$ cat config.mk
export PLATFORM = sky130hd
export DESIGN_NAME = length_prefixed_frame_decoder
export DESIGN_NICKNAME = d
export VERILOG_FILES = /design/src/rtl/lpfd_pkg.sv /design/src/rtl/length_prefixed_frame_decoder.sv /design/src/rtl/lpfd_front.sv /design/src/rtl/lpfd_queue.sv /design/src/rtl/lpfd_back.sv
export SDC_FILE = /design/constraint.sdc
export NUM_CORES = 1
export LEC_CHECK = 0
export BUFFER_PORTS_ARGS = -buffer_cell sky130_fd_sc_hd__buf_2
export CAP_MARGIN = 20
export CORE_AREA = 3 3 173 242
export CTS_CLUSTER_SIZE = 8
export DETAILED_ROUTE_END_ITERATION = 10
export DIE_AREA = 0 0 176 245
export MAX_ROUTING_LAYER = met4
export PLACE_DENSITY = 0.72
export SLEW_MARGIN = 10
export SYNTH_ARGS = -nofsm -noshare
export SYNTH_HDL_FRONTEND = slang
export SYNTH_SLANG_ARGS = --single-unit
$ cat constraint.sdc
create_clock -name clock -period 9.9 [get_ports clock]
set_input_delay 1.485 -clock clock [delete_from_list [all_inputs] [get_ports clock]]
set_output_delay 1.485 -clock clock [all_outputs]
set_load 0.01 [all_outputs]
$ cat src/rtl/lpfd_pkg.sv
// Shared types and constants for the length-prefixed frame decoder.
// No dependencies; imported by every module of the block.
`default_nettype none
package lpfd_pkg;

   localparam int unsigned LENGTH_BYTES  = 4;
   localparam int unsigned HEADER_BYTES  = 14;
   localparam int unsigned PAYLOAD_PHASE = 14;
   localparam logic [31:0] MIN_BODY      = 32'd10;

   localparam logic [31:0] MAX_BODY_RESET = 32'd4194304;
   localparam logic [15:0] TAG_RESET      = 16'd0;

   localparam int unsigned QUEUE_DEPTH = 4;
   localparam int unsigned QPTR_W      = $clog2(QUEUE_DEPTH);
   localparam int unsigned QCNT_W      = $clog2(QUEUE_DEPTH + 1);

   localparam int unsigned CSR_ADDR_W = 3;

   typedef enum logic [0:0] {
      REG_MAX_BODY_LENGTH = 1'b0,
      REG_STREAM_TAG      = 1'b1
   } reg_index_type;

   typedef enum logic [1:0] {
      KIND_HEADER  = 2'd0,
      KIND_PAYLOAD = 2'd1,
      KIND_ERROR   = 2'd2
   } kind_type;

   typedef enum logic [2:0] {
      OP_VERSION = 3'd0,
      OP_TYPE    = 3'd1,
      OP_ID      = 3'd2,
      OP_HEADER  = 3'd3,
      OP_PAYLOAD = 3'd4,
      OP_ERROR   = 3'd5
   } cmd_op_type;

   typedef struct packed {
      cmd_op_type  op;
      logic [7:0]  data;
      logic [31:0] plen;
      logic        last;
   } cmd_entry_type;

   typedef struct packed {
      logic full;
      logic empty;
   } queue_status_type;

endpackage
`default_nettype wire

$ cat src/rtl/length_prefixed_frame_decoder.sv
// Throughput: one byte per cycle while req_ready is high, limited by the
// single-entry output register. Bytes reach it through the command queue.
// The four-entry command queue lets the front keep taking bytes while output stalls.
// Reset is synchronous, active high, and returns the parser, queue and registers
// to their initial values; after a length error, bytes are dropped until reset.
// Depends on lpfd_pkg, lpfd_front, lpfd_queue and lpfd_back.
`default_nettype none
module length_prefixed_frame_decoder
   import lpfd_pkg::*;
(
   input  wire logic                  clock,
   input  wire logic                  reset,
   input  wire logic                  req_valid,
   output      logic                  req_ready,
   input  wire logic [7:0]            req_rx_byte,
   output      logic                  rsp_valid,
   input  wire logic                  rsp_ready,
   output      logic [1:0]            rsp_kind,
   output      logic [7:0]            rsp_version,
   output      logic [7:0]            rsp_frame_type,
   output      logic [63:0]           rsp_frame_id,
   output      logic [31:0]           rsp_payload_length,
   output      logic [7:0]            rsp_payload_byte,
   output      logic                  rsp_last,
   output      logic [15:0]           rsp_tag,
   input  wire logic                  psel,
   input  wire logic                  penable,
   input  wire logic                  pwrite,
   input  wire logic [CSR_ADDR_W-1:0] paddr,
   input  wire logic [31:0]           pwdata,
   output      logic [31:0]           prdata,
   output      logic                  pready
);

   logic [31:0]      max_len_ff, max_len_in;
   logic [15:0]      tag_ff, tag_in;
   logic             csr_write;
   reg_index_type    csr_index;
   logic             push;
   cmd_entry_type    push_entry;
   cmd_entry_type    head;
   queue_status_type q_status;
   logic             pop;
   logic             err_latched;
   kind_type         kind;

   assign pready    = 1'b1;
   assign csr_write = psel && penable && pwrite && pready;
   assign csr_index = reg_index_type'(paddr[2]);

   always_comb begin
      max_len_in = max_len_ff;
      tag_in     = tag_ff;
      if (csr_write) begin
         case (csr_index)
            REG_MAX_BODY_LENGTH: max_len_in = pwdata;
            REG_STREAM_TAG:      tag_in     = pwdata[15:0];
            default:             max_len_in = max_len_ff;
         endcase
      end
   end

   always_comb begin
      case (csr_index)
         REG_MAX_BODY_LENGTH: prdata = max_len_ff;
         REG_STREAM_TAG:      prdata = {16'd0, tag_ff};
         default:             prdata = '0;
      endcase
   end

   always_ff @(posedge clock) begin
      if (reset) begin
         max_len_ff <= MAX_BODY_RESET;
         tag_ff     <= TAG_RESET;
      end else begin
         max_len_ff <= max_len_in;
         tag_ff     <= tag_in;
      end
   end

   lpfd_front u_front (
      .clock           (clock),
      .reset           (reset),
      .req_valid       (req_valid),
      .req_ready       (req_ready),
      .req_rx_byte     (req_rx_byte),
      .max_body_length (max_len_ff),
      .queue_full      (q_status.full),
      .push            (push),
      .push_entry      (push_entry),
      .error_latched   (err_latched)
   );

   lpfd_queue u_queue (
      .clock      (clock),
      .reset      (reset),
      .push       (push),
      .push_entry (push_entry),
      .pop        (pop),
      .head       (head),
      .status     (q_status)
   );

   lpfd_back u_back (
      .clock              (clock),
      .reset              (reset),
      .head               (head),
      .queue_empty        (q_status.empty),
      .pop                (pop),
      .rsp_valid          (rsp_valid),
      .rsp_ready          (rsp_ready),
      .rsp_kind           (kind),
      .rsp_version        (rsp_version),
      .rsp_frame_type     (rsp_frame_type),
      .rsp_frame_id       (rsp_frame_id),
      .rsp_payload_length (rsp_payload_length),
      .rsp_payload_byte   (rsp_payload_byte),
      .rsp_last           (rsp_last)
   );

   assign rsp_kind = kind;
   assign rsp_tag  = tag_ff;

   a_error_is_last: assert property (@(posedge clock) disable iff (reset)
      (rsp_valid && kind == KIND_ERROR) |-> rsp_last)
      else $error("error result without last");

   a_header_last: assert property (@(posedge clock) disable iff (reset)
      (rsp_valid && kind == KIND_HEADER) |-> (rsp_last == (rsp_payload_length == 32'd0)))
      else $error("header last flag disagrees with payload length");

   a_no_push_after_error: assert property (@(posedge clock) disable iff (reset)
      err_latched |-> !push)
      else $error("command queued after length error");

   a_no_overflow: assert property (@(posedge clock) disable iff (reset)
      q_status.full |-> !push)
      else $error("command queue overflow");

endmodule
`default_nettype wire

$ cat src/rtl/lpfd_front.sv
// Front end: accepts received bytes, tracks the header position and the
// payload count, checks the body length (queuing an error if it fails), and queues
// one command per byte after the length field. Depends on lpfd_pkg.
`default_nettype none
module lpfd_front
   import lpfd_pkg::*;
(
   input  wire logic          clock,
   input  wire logic          reset,
   input  wire logic          req_valid,
   output      logic          req_ready,
   input  wire logic [7:0]    req_rx_byte,
   input  wire logic [31:0]   max_body_length,
   input  wire logic          queue_full,
   output      logic          push,
   output      cmd_entry_type push_entry,
   output      logic          error_latched
);

   logic [3:0]  pos_ff, pos_in;
   logic [31:0] len_ff, len_in;
   logic [31:0] left_ff, left_in;
   logic        err_ff, err_in;
   logic [31:0] len_shift;
   logic [31:0] plen;
   logic        accept;

   assign req_ready     = !queue_full;
   assign accept        = req_valid && req_ready;
   assign error_latched = err_ff;
   assign len_shift     = {len_ff[23:0], req_rx_byte};
   assign plen          = len_ff - MIN_BODY;

   always_comb begin
      pos_in          = pos_ff;
      len_in          = len_ff;
      left_in         = left_ff;
      err_in          = err_ff;
      push            = 1'b0;
      push_entry.op   = OP_PAYLOAD;
      push_entry.data = req_rx_byte;
      push_entry.plen = '0;
      push_entry.last = 1'b0;
      if (accept && !err_ff) begin
         if (pos_ff >= 4'(PAYLOAD_PHASE)) begin
            left_in         = left_ff - 32'd1;
            push            = 1'b1;
            push_entry.op   = OP_PAYLOAD;
            push_entry.last = (left_ff == 32'd1);
            if (left_ff == 32'd1) begin
               pos_in = '0;
            end
         end else if (pos_ff < 4'(LENGTH_BYTES)) begin
            len_in = len_shift;
            pos_in = pos_ff + 4'd1;
            if (pos_ff == 4'(LENGTH_BYTES - 1) &&
                (len_shift > max_body_length || len_shift < MIN_BODY)) begin
               err_in          = 1'b1;
               push            = 1'b1;
               push_entry.op   = OP_ERROR;
               push_entry.last = 1'b1;
            end
         end else if (pos_ff == 4'(LENGTH_BYTES)) begin
            pos_in        = pos_ff + 4'd1;
            push          = 1'b1;
            push_entry.op = OP_VERSION;
         end else if (pos_ff == 4'(LENGTH_BYTES + 1)) begin
            pos_in        = pos_ff + 4'd1;
            push          = 1'b1;
            push_entry.op = OP_TYPE;
         end else if (pos_ff == 4'(HEADER_BYTES - 1)) begin
            push            = 1'b1;
            push_entry.op   = OP_HEADER;
            push_entry.plen = plen;
            push_entry.last = (plen == 32'd0);
            left_in         = plen;
            len_in          = '0;
            pos_in          = (plen == 32'd0) ? 4'd0 : 4'(PAYLOAD_PHASE);
         end else begin
            pos_in        = pos_ff + 4'd1;
            push          = 1'b1;
            push_entry.op = OP_ID;
         end
      end
   end

   always_ff @(posedge clock) begin
      if (reset) begin
         pos_ff  <= '0;
         len_ff  <= '0;
         left_ff <= '0;
         err_ff  <= 1'b0;
      end else begin
         pos_ff  <= pos_in;
         len_ff  <= len_in;
         left_ff <= left_in;
         err_ff  <= err_in;
      end
   end

endmodule
`default_nettype wire

$ cat src/rtl/lpfd_queue.sv
// Short command queue between the front end and the back end.
// Depends on lpfd_pkg.
`default_nettype none
module lpfd_queue
   import lpfd_pkg::*;
(
   input  wire logic          clock,
   input  wire logic          reset,
   input  wire logic          push,
   input  wire cmd_entry_type push_entry,
   input  wire logic          pop,
   output cmd_entry_type      head,
   output queue_status_type   status
);

   cmd_entry_type     mem_ff [QUEUE_DEPTH];
   logic [QPTR_W-1:0] wr_ff, wr_in;
   logic [QPTR_W-1:0] rd_ff, rd_in;
   logic [QCNT_W-1:0] cnt_ff, cnt_in;

   assign head   = mem_ff[rd_ff];
   assign status = '{full: (cnt_ff == QCNT_W'(QUEUE_DEPTH)), empty: (cnt_ff == '0)};

   always_comb begin
      wr_in  = push ? wr_ff + QPTR_W'(1) : wr_ff;
      rd_in  = pop ? rd_ff + QPTR_W'(1) : rd_ff;
      cnt_in = cnt_ff;
      if (push && !pop) begin
         cnt_in = cnt_ff + QCNT_W'(1);
      end else if (pop && !push) begin
         cnt_in = cnt_ff - QCNT_W'(1);
      end
   end

   always_ff @(posedge clock) begin
      if (push) begin
         mem_ff[wr_ff] <= push_entry;
      end
   end

   always_ff @(posedge clock) begin
      if (reset) begin
         wr_ff  <= '0;
         rd_ff  <= '0;
         cnt_ff <= '0;
      end else begin
         wr_ff  <= wr_in;
         rd_ff  <= rd_in;
         cnt_ff <= cnt_in;
      end
   end

endmodule
`default_nettype wire

$ cat src/rtl/lpfd_back.sv
// Back end: collects the version, type and id bytes and builds the result
// records in the output register. Depends on lpfd_pkg.
`default_nettype none
module lpfd_back
   import lpfd_pkg::*;
(
   input  wire logic          clock,
   input  wire logic          reset,
   input  wire cmd_entry_type head,
   input  wire logic          queue_empty,
   output      logic          pop,
   output      logic          rsp_valid,
   input  wire logic          rsp_ready,
   output      kind_type      rsp_kind,
   output      logic [7:0]    rsp_version,
   output      logic [7:0]    rsp_frame_type,
   output      logic [63:0]   rsp_frame_id,
   output      logic [31:0]   rsp_payload_length,
   output      logic [7:0]    rsp_payload_byte,
   output      logic          rsp_last
);

   logic [7:0]  ver_ff, ver_in;
   logic [7:0]  typ_ff, typ_in;
   logic [63:0] id_ff, id_in;
   logic        valid_ff, valid_in;
   kind_type    kind_ff, kind_in;
   logic [7:0]  over_ff, over_in;
   logic [7:0]  otyp_ff, otyp_in;
   logic [63:0] oid_ff, oid_in;
   logic [31:0] oplen_ff, oplen_in;
   logic [7:0]  obyte_ff, obyte_in;
   logic        olast_ff, olast_in;

   assign pop                = !queue_empty && (!valid_ff || rsp_ready);
   assign rsp_valid          = valid_ff;
   assign rsp_kind           = kind_ff;
   assign rsp_version        = over_ff;
   assign rsp_frame_type     = otyp_ff;
   assign rsp_frame_id       = oid_ff;
   assign rsp_payload_length = oplen_ff;
   assign rsp_payload_byte   = obyte_ff;
   assign rsp_last           = olast_ff;

   always_comb begin
      ver_in   = ver_ff;
      typ_in   = typ_ff;
      id_in    = id_ff;
      valid_in = valid_ff && !rsp_ready;
      kind_in  = kind_ff;
      over_in  = over_ff;
      otyp_in  = otyp_ff;
      oid_in   = oid_ff;
      oplen_in = oplen_ff;
      obyte_in = obyte_ff;
      olast_in = olast_ff;
      if (pop) begin
         case (head.op)
            OP_VERSION: begin
               ver_in = head.data;
            end
            OP_TYPE: begin
               typ_in = head.data;
            end
            OP_ID: begin
               id_in = {id_ff[55:0], head.data};
            end
            OP_HEADER: begin
               id_in    = '0;
               valid_in = 1'b1;
               kind_in  = KIND_HEADER;
               over_in  = ver_ff;
               otyp_in  = typ_ff;
               oid_in   = {id_ff[55:0], head.data};
               oplen_in = head.plen;
               obyte_in = '0;
               olast_in = head.last;
            end
            OP_PAYLOAD: begin
               valid_in = 1'b1;
               kind_in  = KIND_PAYLOAD;
               over_in  = '0;
               otyp_in  = '0;
               oid_in   = '0;
               oplen_in = '0;
               obyte_in = head.data;
               olast_in = head.last;
            end
            OP_ERROR: begin
               valid_in = 1'b1;
               kind_in  = KIND_ERROR;
               over_in  = '0;
               otyp_in  = '0;
               oid_in   = '0;
               oplen_in = '0;
               obyte_in = '0;
               olast_in = 1'b1;
            end
            default: begin
               valid_in = valid_ff && !rsp_ready;
            end
         endcase
      end
   end

   always_ff @(posedge clock) begin
      ver_ff   <= ver_in;
      typ_ff   <= typ_in;
      kind_ff  <= kind_in;
      over_ff  <= over_in;
      otyp_ff  <= otyp_in;
      oid_ff   <= oid_in;
      oplen_ff <= oplen_in;
      obyte_ff <= obyte_in;
      olast_ff <= olast_in;
   end

   always_ff @(posedge clock) begin
      if (reset) begin
         valid_ff <= 1'b0;
         id_ff    <= '0;
      end else begin
         valid_ff <= valid_in;
         id_ff    <= id_in;
      end
   end

endmodule
`default_nettype wire
Word level (Yosys, flattened, before mapping)
Memories as Yosys holds them, arrays and structs flattened. A register that Yosys moved wholly into a read port is not among the register bits.
Cells that the tools add are included.
Storage, ports and cells
  output and inout port bits: 174
  bits in writable memories: 176
  input port bits: 50
  memories kept: 1
  word-level logic and storage cells: 149
  bits in read-only memories: 0
  register bits: 320
  latch bits: 0
Memory list
  u_queue.mem_ff: depth 4, width 44, read ports 1, clocked after memory_dff 1, wr ports 1, line lpfd_queue.sv:16  | cmd_entry_type mem_ff [QUEUE_DEPTH];
Operators by class
  bitwise gates (word level): 2
  multiplexer cells: 52
  $lt $le $gt $ge: 4
  shift operators: 0
  $add $sub $neg: 7
  reductions and logical operators: 46
  equal/unequal tests: 17
  multiply operators: 0
  div/mod/pow operators: 0
Operator list (count)
  2-to-1 mux 32 bit: 11
  2-to-1 mux 33 bit: 4
  one-hot mux 32 bit (2 select lines): 2
  one-hot mux 64 bit (2 select lines): 1
  one-hot mux 56 bit (2 select lines): 1
  one-hot mux 8 bit (2 select lines): 3
  equality test 32 x 1 -> 1 bit, second input constant: 1
  > comparator 32 bit: 1
  logical NOT 32 bit: 1
  less-than comparator 32 x 4 -> 1 bit, second input constant: 1
  subtractor 32 x 1 -> 32 bit, second input constant: 1
  subtractor 32 x 4 -> 32 bit, second input constant: 1
  2-to-1 mux 4 bit: 7
  2-to-1 mux 3 bit: 7
  AND reduction 2 bit: 10
  nonzero test 2 bit: 7
  2-to-1 mux 1 bit: 12
  != test 2 x 1 -> 1 bit, second input constant: 5
  AND reduction 5 bit: 2
  equality test 3 bit, second input constant: 3
  logical AND 1 bit: 9
  equality test 4 x 3 -> 1 bit, second input constant: 2
  logical NOT 1 bit: 7
  equality test 3 x 2 -> 1 bit, second input constant: 2
  20 further kinds: 27

Longest topological paths before layout
Gate-level depths: netlist of run 1.
  word-level depth: 11
  depth in mapped cells: 15
  depth with buffers taken out: 15

Modules after synthesis
From an unflattened synthesis of run 1, not the netlist that was laid out.
Unflattened totals
  cells, all modules: 1926
  area total of the unflattened synthesis: 22564.1 µm²
Modules (own cells, without submodules)
  lpfd_back: cells each 624, times used 1, area an instance 7861.3 µm², sequential area each 5315.1 µm²
  lpfd_queue: cells each 274, times used 1, area an instance 6836.6 µm², sequential area each 5465.2 µm²
  lpfd_front: cells each 799, times used 1, area an instance 5492.8 µm², sequential area each 1381.3 µm²
  length_prefixed_frame_decoder: cells each 229, times used 1, area an instance 2373.5 µm², sequential area each 960.9 µm²

Worst setup path after synthesis of run 1
Ideal clock, no wire load.
  kind: reg2reg
  from: reg with a tool-made name
  to: reg u_back.oid_ff[0] (netlist: u_back.rsp_frame_id[0]) (enable)
  arrival: 7301 ps
  period minus slack after synthesis: 7920 ps
  path slack: 1980 ps
  library setup time: 620 ps
  required time: 9280 ps
  stages on the path, launching flop included: 8
  path through: dfxtp_1 > clkbuf_1 > mux4_2 > nand2b_1 > clkbuf_1 > clkbuf_1 > clkbuf_1 > a21oi_1
RTL lines
  to (signal assigned): line lpfd_back.sv:112  | oid_ff <= oid_in;
  to (decl): line lpfd_back.sv:30  | logic [63:0] oid_ff, oid_in;

Worst setup path in the final report of run 1
  from: in paddr[2]
  to: out prdata[0]
On the way
  longest elaborated chain between the ends: 2
RTL lines
  from (decl): line length_prefixed_frame_decoder.sv:29  | input wire logic [CSR_ADDR_W-1:0] paddr,
  NOT 1 bit (no source line)
  one-hot mux 32 bit (2 select lines) *: line length_prefixed_frame_decoder.sv:64  | case (csr_index)
  to (decl): line length_prefixed_frame_decoder.sv:31  | output logic [31:0] prdata,
Every way passes the cells marked *; elsewhere a longest branch is shown, timed or not.

==> results of run 1 <==
kinds of logic after synthesis:
logic type	count (synthesis)
simple gates	726
flops	498
compound gates	310
buf+inv	171
mux	49
fa+ha+maj	44
xor+xnor	30
other cells	1
layout make-up:
cell class / instances / area, sq um / share of cell area
Antenna cell: 1 / 2.502 / 0.0001015
Clock buffer: 120 / 2024 / 0.08209
Clock inverter: 7 / 86.33 / 0.003501
Inverter: 52 / 195.2 / 0.007915
Multi-Input combinational cell: 1160 / 7269 / 0.2948
Sequential cell: 498 / 13130 / 0.5322
Tap cell: 528 / 660.6 / 0.02679
Timing Repair Buffer: 243 / 1296 / 0.05256
per-layer routing:
| layer | track usage | wire (microns) | vias to the layer above | part of all wire |
|---|---|---|---|---|
| met5 | - | 0 | - | 0 |
| met4 | 0.09648 | 1413 | 0 | 0.030 |
| met3 | 0.03110 | 2574 | 92 | 0.054 |
| met2 | 0.3841 | 24620 | 499 | 0.52 |
| met1 | 0.2752 | 18840 | 7033 | 0.40 |
| li1 | - | - | 6969 | - |
power breakdown:
group          internal [mW]  switching [mW]
Sequential              2.56           0.106
Combinational          0.492           0.868
Clock                   1.39           0.865
critical path, stage by stage:
cell                     delay, ps
sky130_fd_sc_hd__buf_2         590
sky130_fd_sc_hd__mux2_2        400
sky130_fd_sc_hd__buf_2         140
registers in the layout, summed over array words and instances, names as in the netlist, 16 cells and up, named ones only:
register                   count
max_len_ff                    32
rsp_tag                       16
u_back.id_ff                  56
u_back.rsp_frame_id           64
u_back.rsp_payload_length     32
u_front.left_ff               32
u_front.len_ff                32
u_queue.mem_ff               176
final timing paths:
| path | to | cells after the start | slack (ps) | start |
|---|---|---|---|---|
| min reg2reg | u_back.id_ff[48] | 2 | 450 | u_back.id_ff[48] |
| min | u_back.id_ff[48] | 2 | 450 | u_back.id_ff[48] |
| max | prdata[0] | 3 | 5790 | paddr[2] |
| max reg2reg | u_queue.cnt_ff[2] | 12 | 5840 | u_front.len_ff[20] |
layout by cell type, fill, tap and decap left out, drive strengths merged, types with 17 or more instances in the layout:
cell / n
nor4: 20
a21oi: 156
o21ai: 61
nand2: 219
nor2: 158
xnor2: 17
nand4: 19
ha: 43
mux4: 43
a22oi: 42
dfxtp: 183
nor3: 38
and2: 131
edfxtp: 315
buf: 243
clkbuf: 120
inv: 54
nand3: 70
==> results.toml, run 1 <==
[status]
run_status = "completed"

[cts]
max-clock-path-buffers = 3
cts_max_level = 3
clk_pin_slew_ps = 50
ctsHoldBuffers = 0
cts_root_buf = "sky130_fd_sc_hd__clkbuf_16"
cts.sinks = 498
post-cts-setup-buffer-count = 0
cts-resized-gates = 0
cts-buffers-inserted = 72
cts_tree = "yes"
clk_latency_ps = 590

[synth]
yosys.area_share.simple = 0.1677
list_of_most_frequent_post_synthesis_cells = "sky130_fd_sc_hd__edfxtp_1 (315), sky130_fd_sc_hd__nand2_1 (219), sky130_fd_sc_hd__dfxtp_1 (183)"
post_synth_xor_area_fraction = 0.01250
synth_sequential_area_ratio = 0.6242
synth.mux.area_fraction = 0.04910
post_synth_inst_count = 1829
synth_top_family_by_area = "simple AND/OR/NAND/NOR gates"
synth_top_area_cell = "sky130_fd_sc_hd__edfxtp_1"
synth_cell_types = 70
share_of_yosys_cell_area_claimed_by_the_top_area_cell_type = 0.4499
syn_nets = 1923
post_synth.cell_area_avg_sq_um = 11.49
synth-async-reset-ratio = 0
synth_enable_flop_cells = 315
synth_compound_gate_area_share = 0.08749
count_of_synthesis_stage_warnings_from_yosys = 0
mappedNetlistArea_sq_um = 21020
ffs_latches_synth = 498
synthesized_area_fraction_occupied_by_adder_cells = 0.02654
synthFlopType = "sky130_fd_sc_hd__edfxtp_1"
yosys-top-cells-area = "sky130_fd_sc_hd__edfxtp_1 (45%), sky130_fd_sc_hd__dfxtp_1 (17%), sky130_fd_sc_hd__mux4_2 (4.6%), sky130_fd_sc_hd__nand2_1 (3.9%), sky130_fd_sc_hd__and2_1 (3.8%)"
post-synth-top-count-cell = "sky130_fd_sc_hd__edfxtp_1"

[layout]
fin_cells = 2609
final_area_sq_um = 24660
n_fill_cell = 3102
final_layout_size_suffix_gt1_frac = 0.1933
area_growth_pct = 17.30
finish.utilization = 0.6211
finalNetCount = 2121

[drt]
post-route-drc-count = 0
antenna_violating_nets_left = 0
drt_iter0_drc = 1116
wire_per_inst_microns = 18.19
drtPass1Iterations = 6
routed-via-count = 14590
detail_route.wirelength_microns = 47450
avgViaCountPerCell = 5.593

[sta]
finalHoldViolations = 0
min_period_over_period = 0.4156
post_route_clock_skew_ps = 17.49
rsz0062_at_grt = "no"
report.final.setup_viol = 0
timing.max_slew.rel_slack = 0.3045
worst_pin_slew_ps = 1043
post-route-min-period_ps = 4114
timing_max_transition_violations_final = 0
timing.final.ws_setup_ps = 5786
hold-worst-slack_ps = 447.6
tns_ps = 0
max_clock_freq_ghz = 0.2431

[die]
start_util = 0.5295
boundaryPins = 224
placementRows = 86
die_y_microns = 245
core-area_sq_um = 39710
fp.dieArea_sq_um = 43120
die-width_microns = 176

[setup_path]
crit_type = "in2out"
cp_data_arrival_time_ps = 2630
worst-path-max-fanout = 50
critPathCaptureType = "output pin"
worstSetupStartpointType = "input pin"
timing.critical_path.required_ps = 8420

[place]
post-place-ws_ps = 5256
place_inst = 2478
gp_routability_congestion = 0.8586
io_buffer_count = 220
dpl_cell_area_sq_um = 22500
place_hpwl_microns = 31110

[worst_hold_path]
holdCritPathClass = "reg2reg"

[grt]
congestion_overflow_gr = 0
grtUsageTotal = 0.2274
grt_max_degree = 117
global_route_wire_length_before_repair_microns = 76420
first_global_vias = 14290
antenna_violations_before_repair = 1

[power]
leakagePower_nw = 8.926
power.ir.vdd_worst_mv = 0.1531
total_power_mw = 6.278
powerDensity_nw_per_um2 = 254.6

[flow_run]
drv_cap = 0
(Power assumes the default switching activity.)
==> run 2, diff against run 1 <==
Clock period 9.9 ns to 4.1 ns, I/O delays scaled along.
==> results.toml, run 2 (synthesis results as in run 1) <==
[status]
run_status = "completed"

[drt]
antenna_violating_nets_left = 0
routed-via-count = 14590
post-route-drc-count = 0
drtPass1Iterations = 5
drt_iter0_drc = 1009
avgViaCountPerCell = 5.558
wire_per_inst_microns = 18.24
detail_route.wirelength_microns = 47890

[die]
start_util = 0.5295
boundaryPins = 224
placementRows = 86
fp.dieArea_sq_um = 43120
core-area_sq_um = 39710
die-width_microns = 176
die_y_microns = 245

[layout]
antenna_cells = 0
layout_common_cells = "sky130_fd_sc_hd__edfxtp_1 (315), sky130_fd_sc_hd__nand2_1 (219), sky130_fd_sc_hd__buf_2 (219)"
area.sequential_sq_um = 13130
fin_cells = 2625
total_area_of_multi_input_combinational_cells_sq_um = 7264
finish.utilization = 0.6249
largest_reg_flops = 176
final_area_sq_um = 24810
final_layout_size_suffix_gt1_frac = 0.1989
n_fill_cell = 3065
area_growth_pct = 18.03
finalNetCount = 2137
layout_commonest_cell = "sky130_fd_sc_hd__edfxtp_1"
register_with_the_most_flip_flops = "u_queue.mem_ff"

[grt]
grtUsageTotal = 0.2280
first_global_vias = 14530
congestion_overflow_gr = 0
grt_max_degree = 79
global_route_wire_length_before_repair_microns = 76670
antenna_violations_before_repair = 0

[power]
share_seq_of_total_power = 0.423
p_int_mw = 10.75
power_frac_comb = 0.218
leakagePower_nw = 9.011
clock_share_of_power = 0.359
powerDensity_nw_per_um2 = 612.6
swShare = 0.2926
power.ir.vdd_worst_mv = 0.4146
power.net_switching_mw = 4.447

[cts]
cts_root_buf = "sky130_fd_sc_hd__clkbuf_16"
cts-resized-gates = 0
ctsHoldBuffers = 0
cts-buffers-inserted = 72
post-cts-setup-buffer-count = 0
clk_pin_slew_ps = 50
max-clock-path-buffers = 3
cts_max_level = 3
cts_tree = "yes"
clk_latency_ps = 580
cts.sinks = 498

[sta]
tns_ps = 0
post-route-min-period_ps = 3687
worst_pin_slew_ps = 912.1
timing.max_slew.rel_slack = 0.3905
rsz0062_at_grt = "no"
finalHoldViolations = 0
max_clock_freq_ghz = 0.2712
report.final.setup_viol = 0
timing_max_transition_violations_final = 0
post_route_clock_skew_ps = 23.63
min_period_over_period = 0.8993

[setup_path]
worst-path-max-fanout = 11
timing.critical_path.required_ps = 4520
cp_data_arrival_time_ps = 4110
critPathCaptureType = "register"
worstSetupStartpointType = "register"
crit_type = "reg2reg"

[place]
gp_routability_congestion = 0.8939
dpl_cell_area_sq_um = 22680
io_buffer_count = 220
place_inst = 2495
place_hpwl_microns = 32020

[flow_run]
drv_cap = 0

[worst_hold_path]
holdCritPathClass = "in2reg"
## run 2: power by group through the flow
stage | combinational (mW) | sequential (mW) | clock [mW]
after floorplan | 1.97 | 6.70 | 0
after CTS | 3.36 | 6.44 | 5.53
after global routing | 3.65 | 6.48 | 5.75
after detailed placement | 3.35 | 6.53 | 0
after global placement | 3.28 | 6.52 | 0
final | 3.31 | 6.43 | 5.45
## run 2: layout make-up
cell class                 instances  area share
clock buffer                     122     0.08189
clock inverter                     6    0.003429
inverter                          52    0.007866
multi-input combinational       1160      0.2928
sequential                       498      0.5290
tap                              528     0.02663
timing repair buffer             259     0.05844
## run 2: worst paths after layout
path	end	from	cells past startpoint	slack [ps]
setup / recovery	u_queue.mem_ff[0][0]	u_front.len_ff[8]	8	410
setup reg to reg	u_queue.mem_ff[0][0]	u_front.len_ff[8]	8	410
hold / removal	max_len_ff[22]	pwdata[22]	2	250
hold reg to reg	u_back.id_ff[52]	u_back.id_ff[52]	2	440
## run 2: critical path, cell delays in order, from the launching register on
cell                        delay [ps]
sky130_fd_sc_hd__dfxtp_1           430
sky130_fd_sc_hd__nor4_2            630
sky130_fd_sc_hd__nand4_1           610
sky130_fd_sc_hd__nor2_1            460
sky130_fd_sc_hd__a41oi_1           190
sky130_fd_sc_hd__a2111oi_2         510
sky130_fd_sc_hd__o2111ai_2         330
sky130_fd_sc_hd__a21oi_2           220
sky130_fd_sc_hd__a21o_1            160
## run 2: per-layer routing
layer,GRT usage,share of wire
met5,-,0
met3,0.03559,0.054
met2,0.3990,0.52
met1,0.2684,0.39
met4,0.07854,0.030
## run 2: per-stage QoR
stage	hold WS [ps]	setup slack, ps	power (mW)
after floorplan	427.3	1.143	8.672
after global placement	437.2	485.0	9.799
after detailed placement	442.9	437.5	9.883
after CTS	231.4	451.3	15.33
after global routing	266.6	165.0	15.88
final	247.8	412.9	15.20
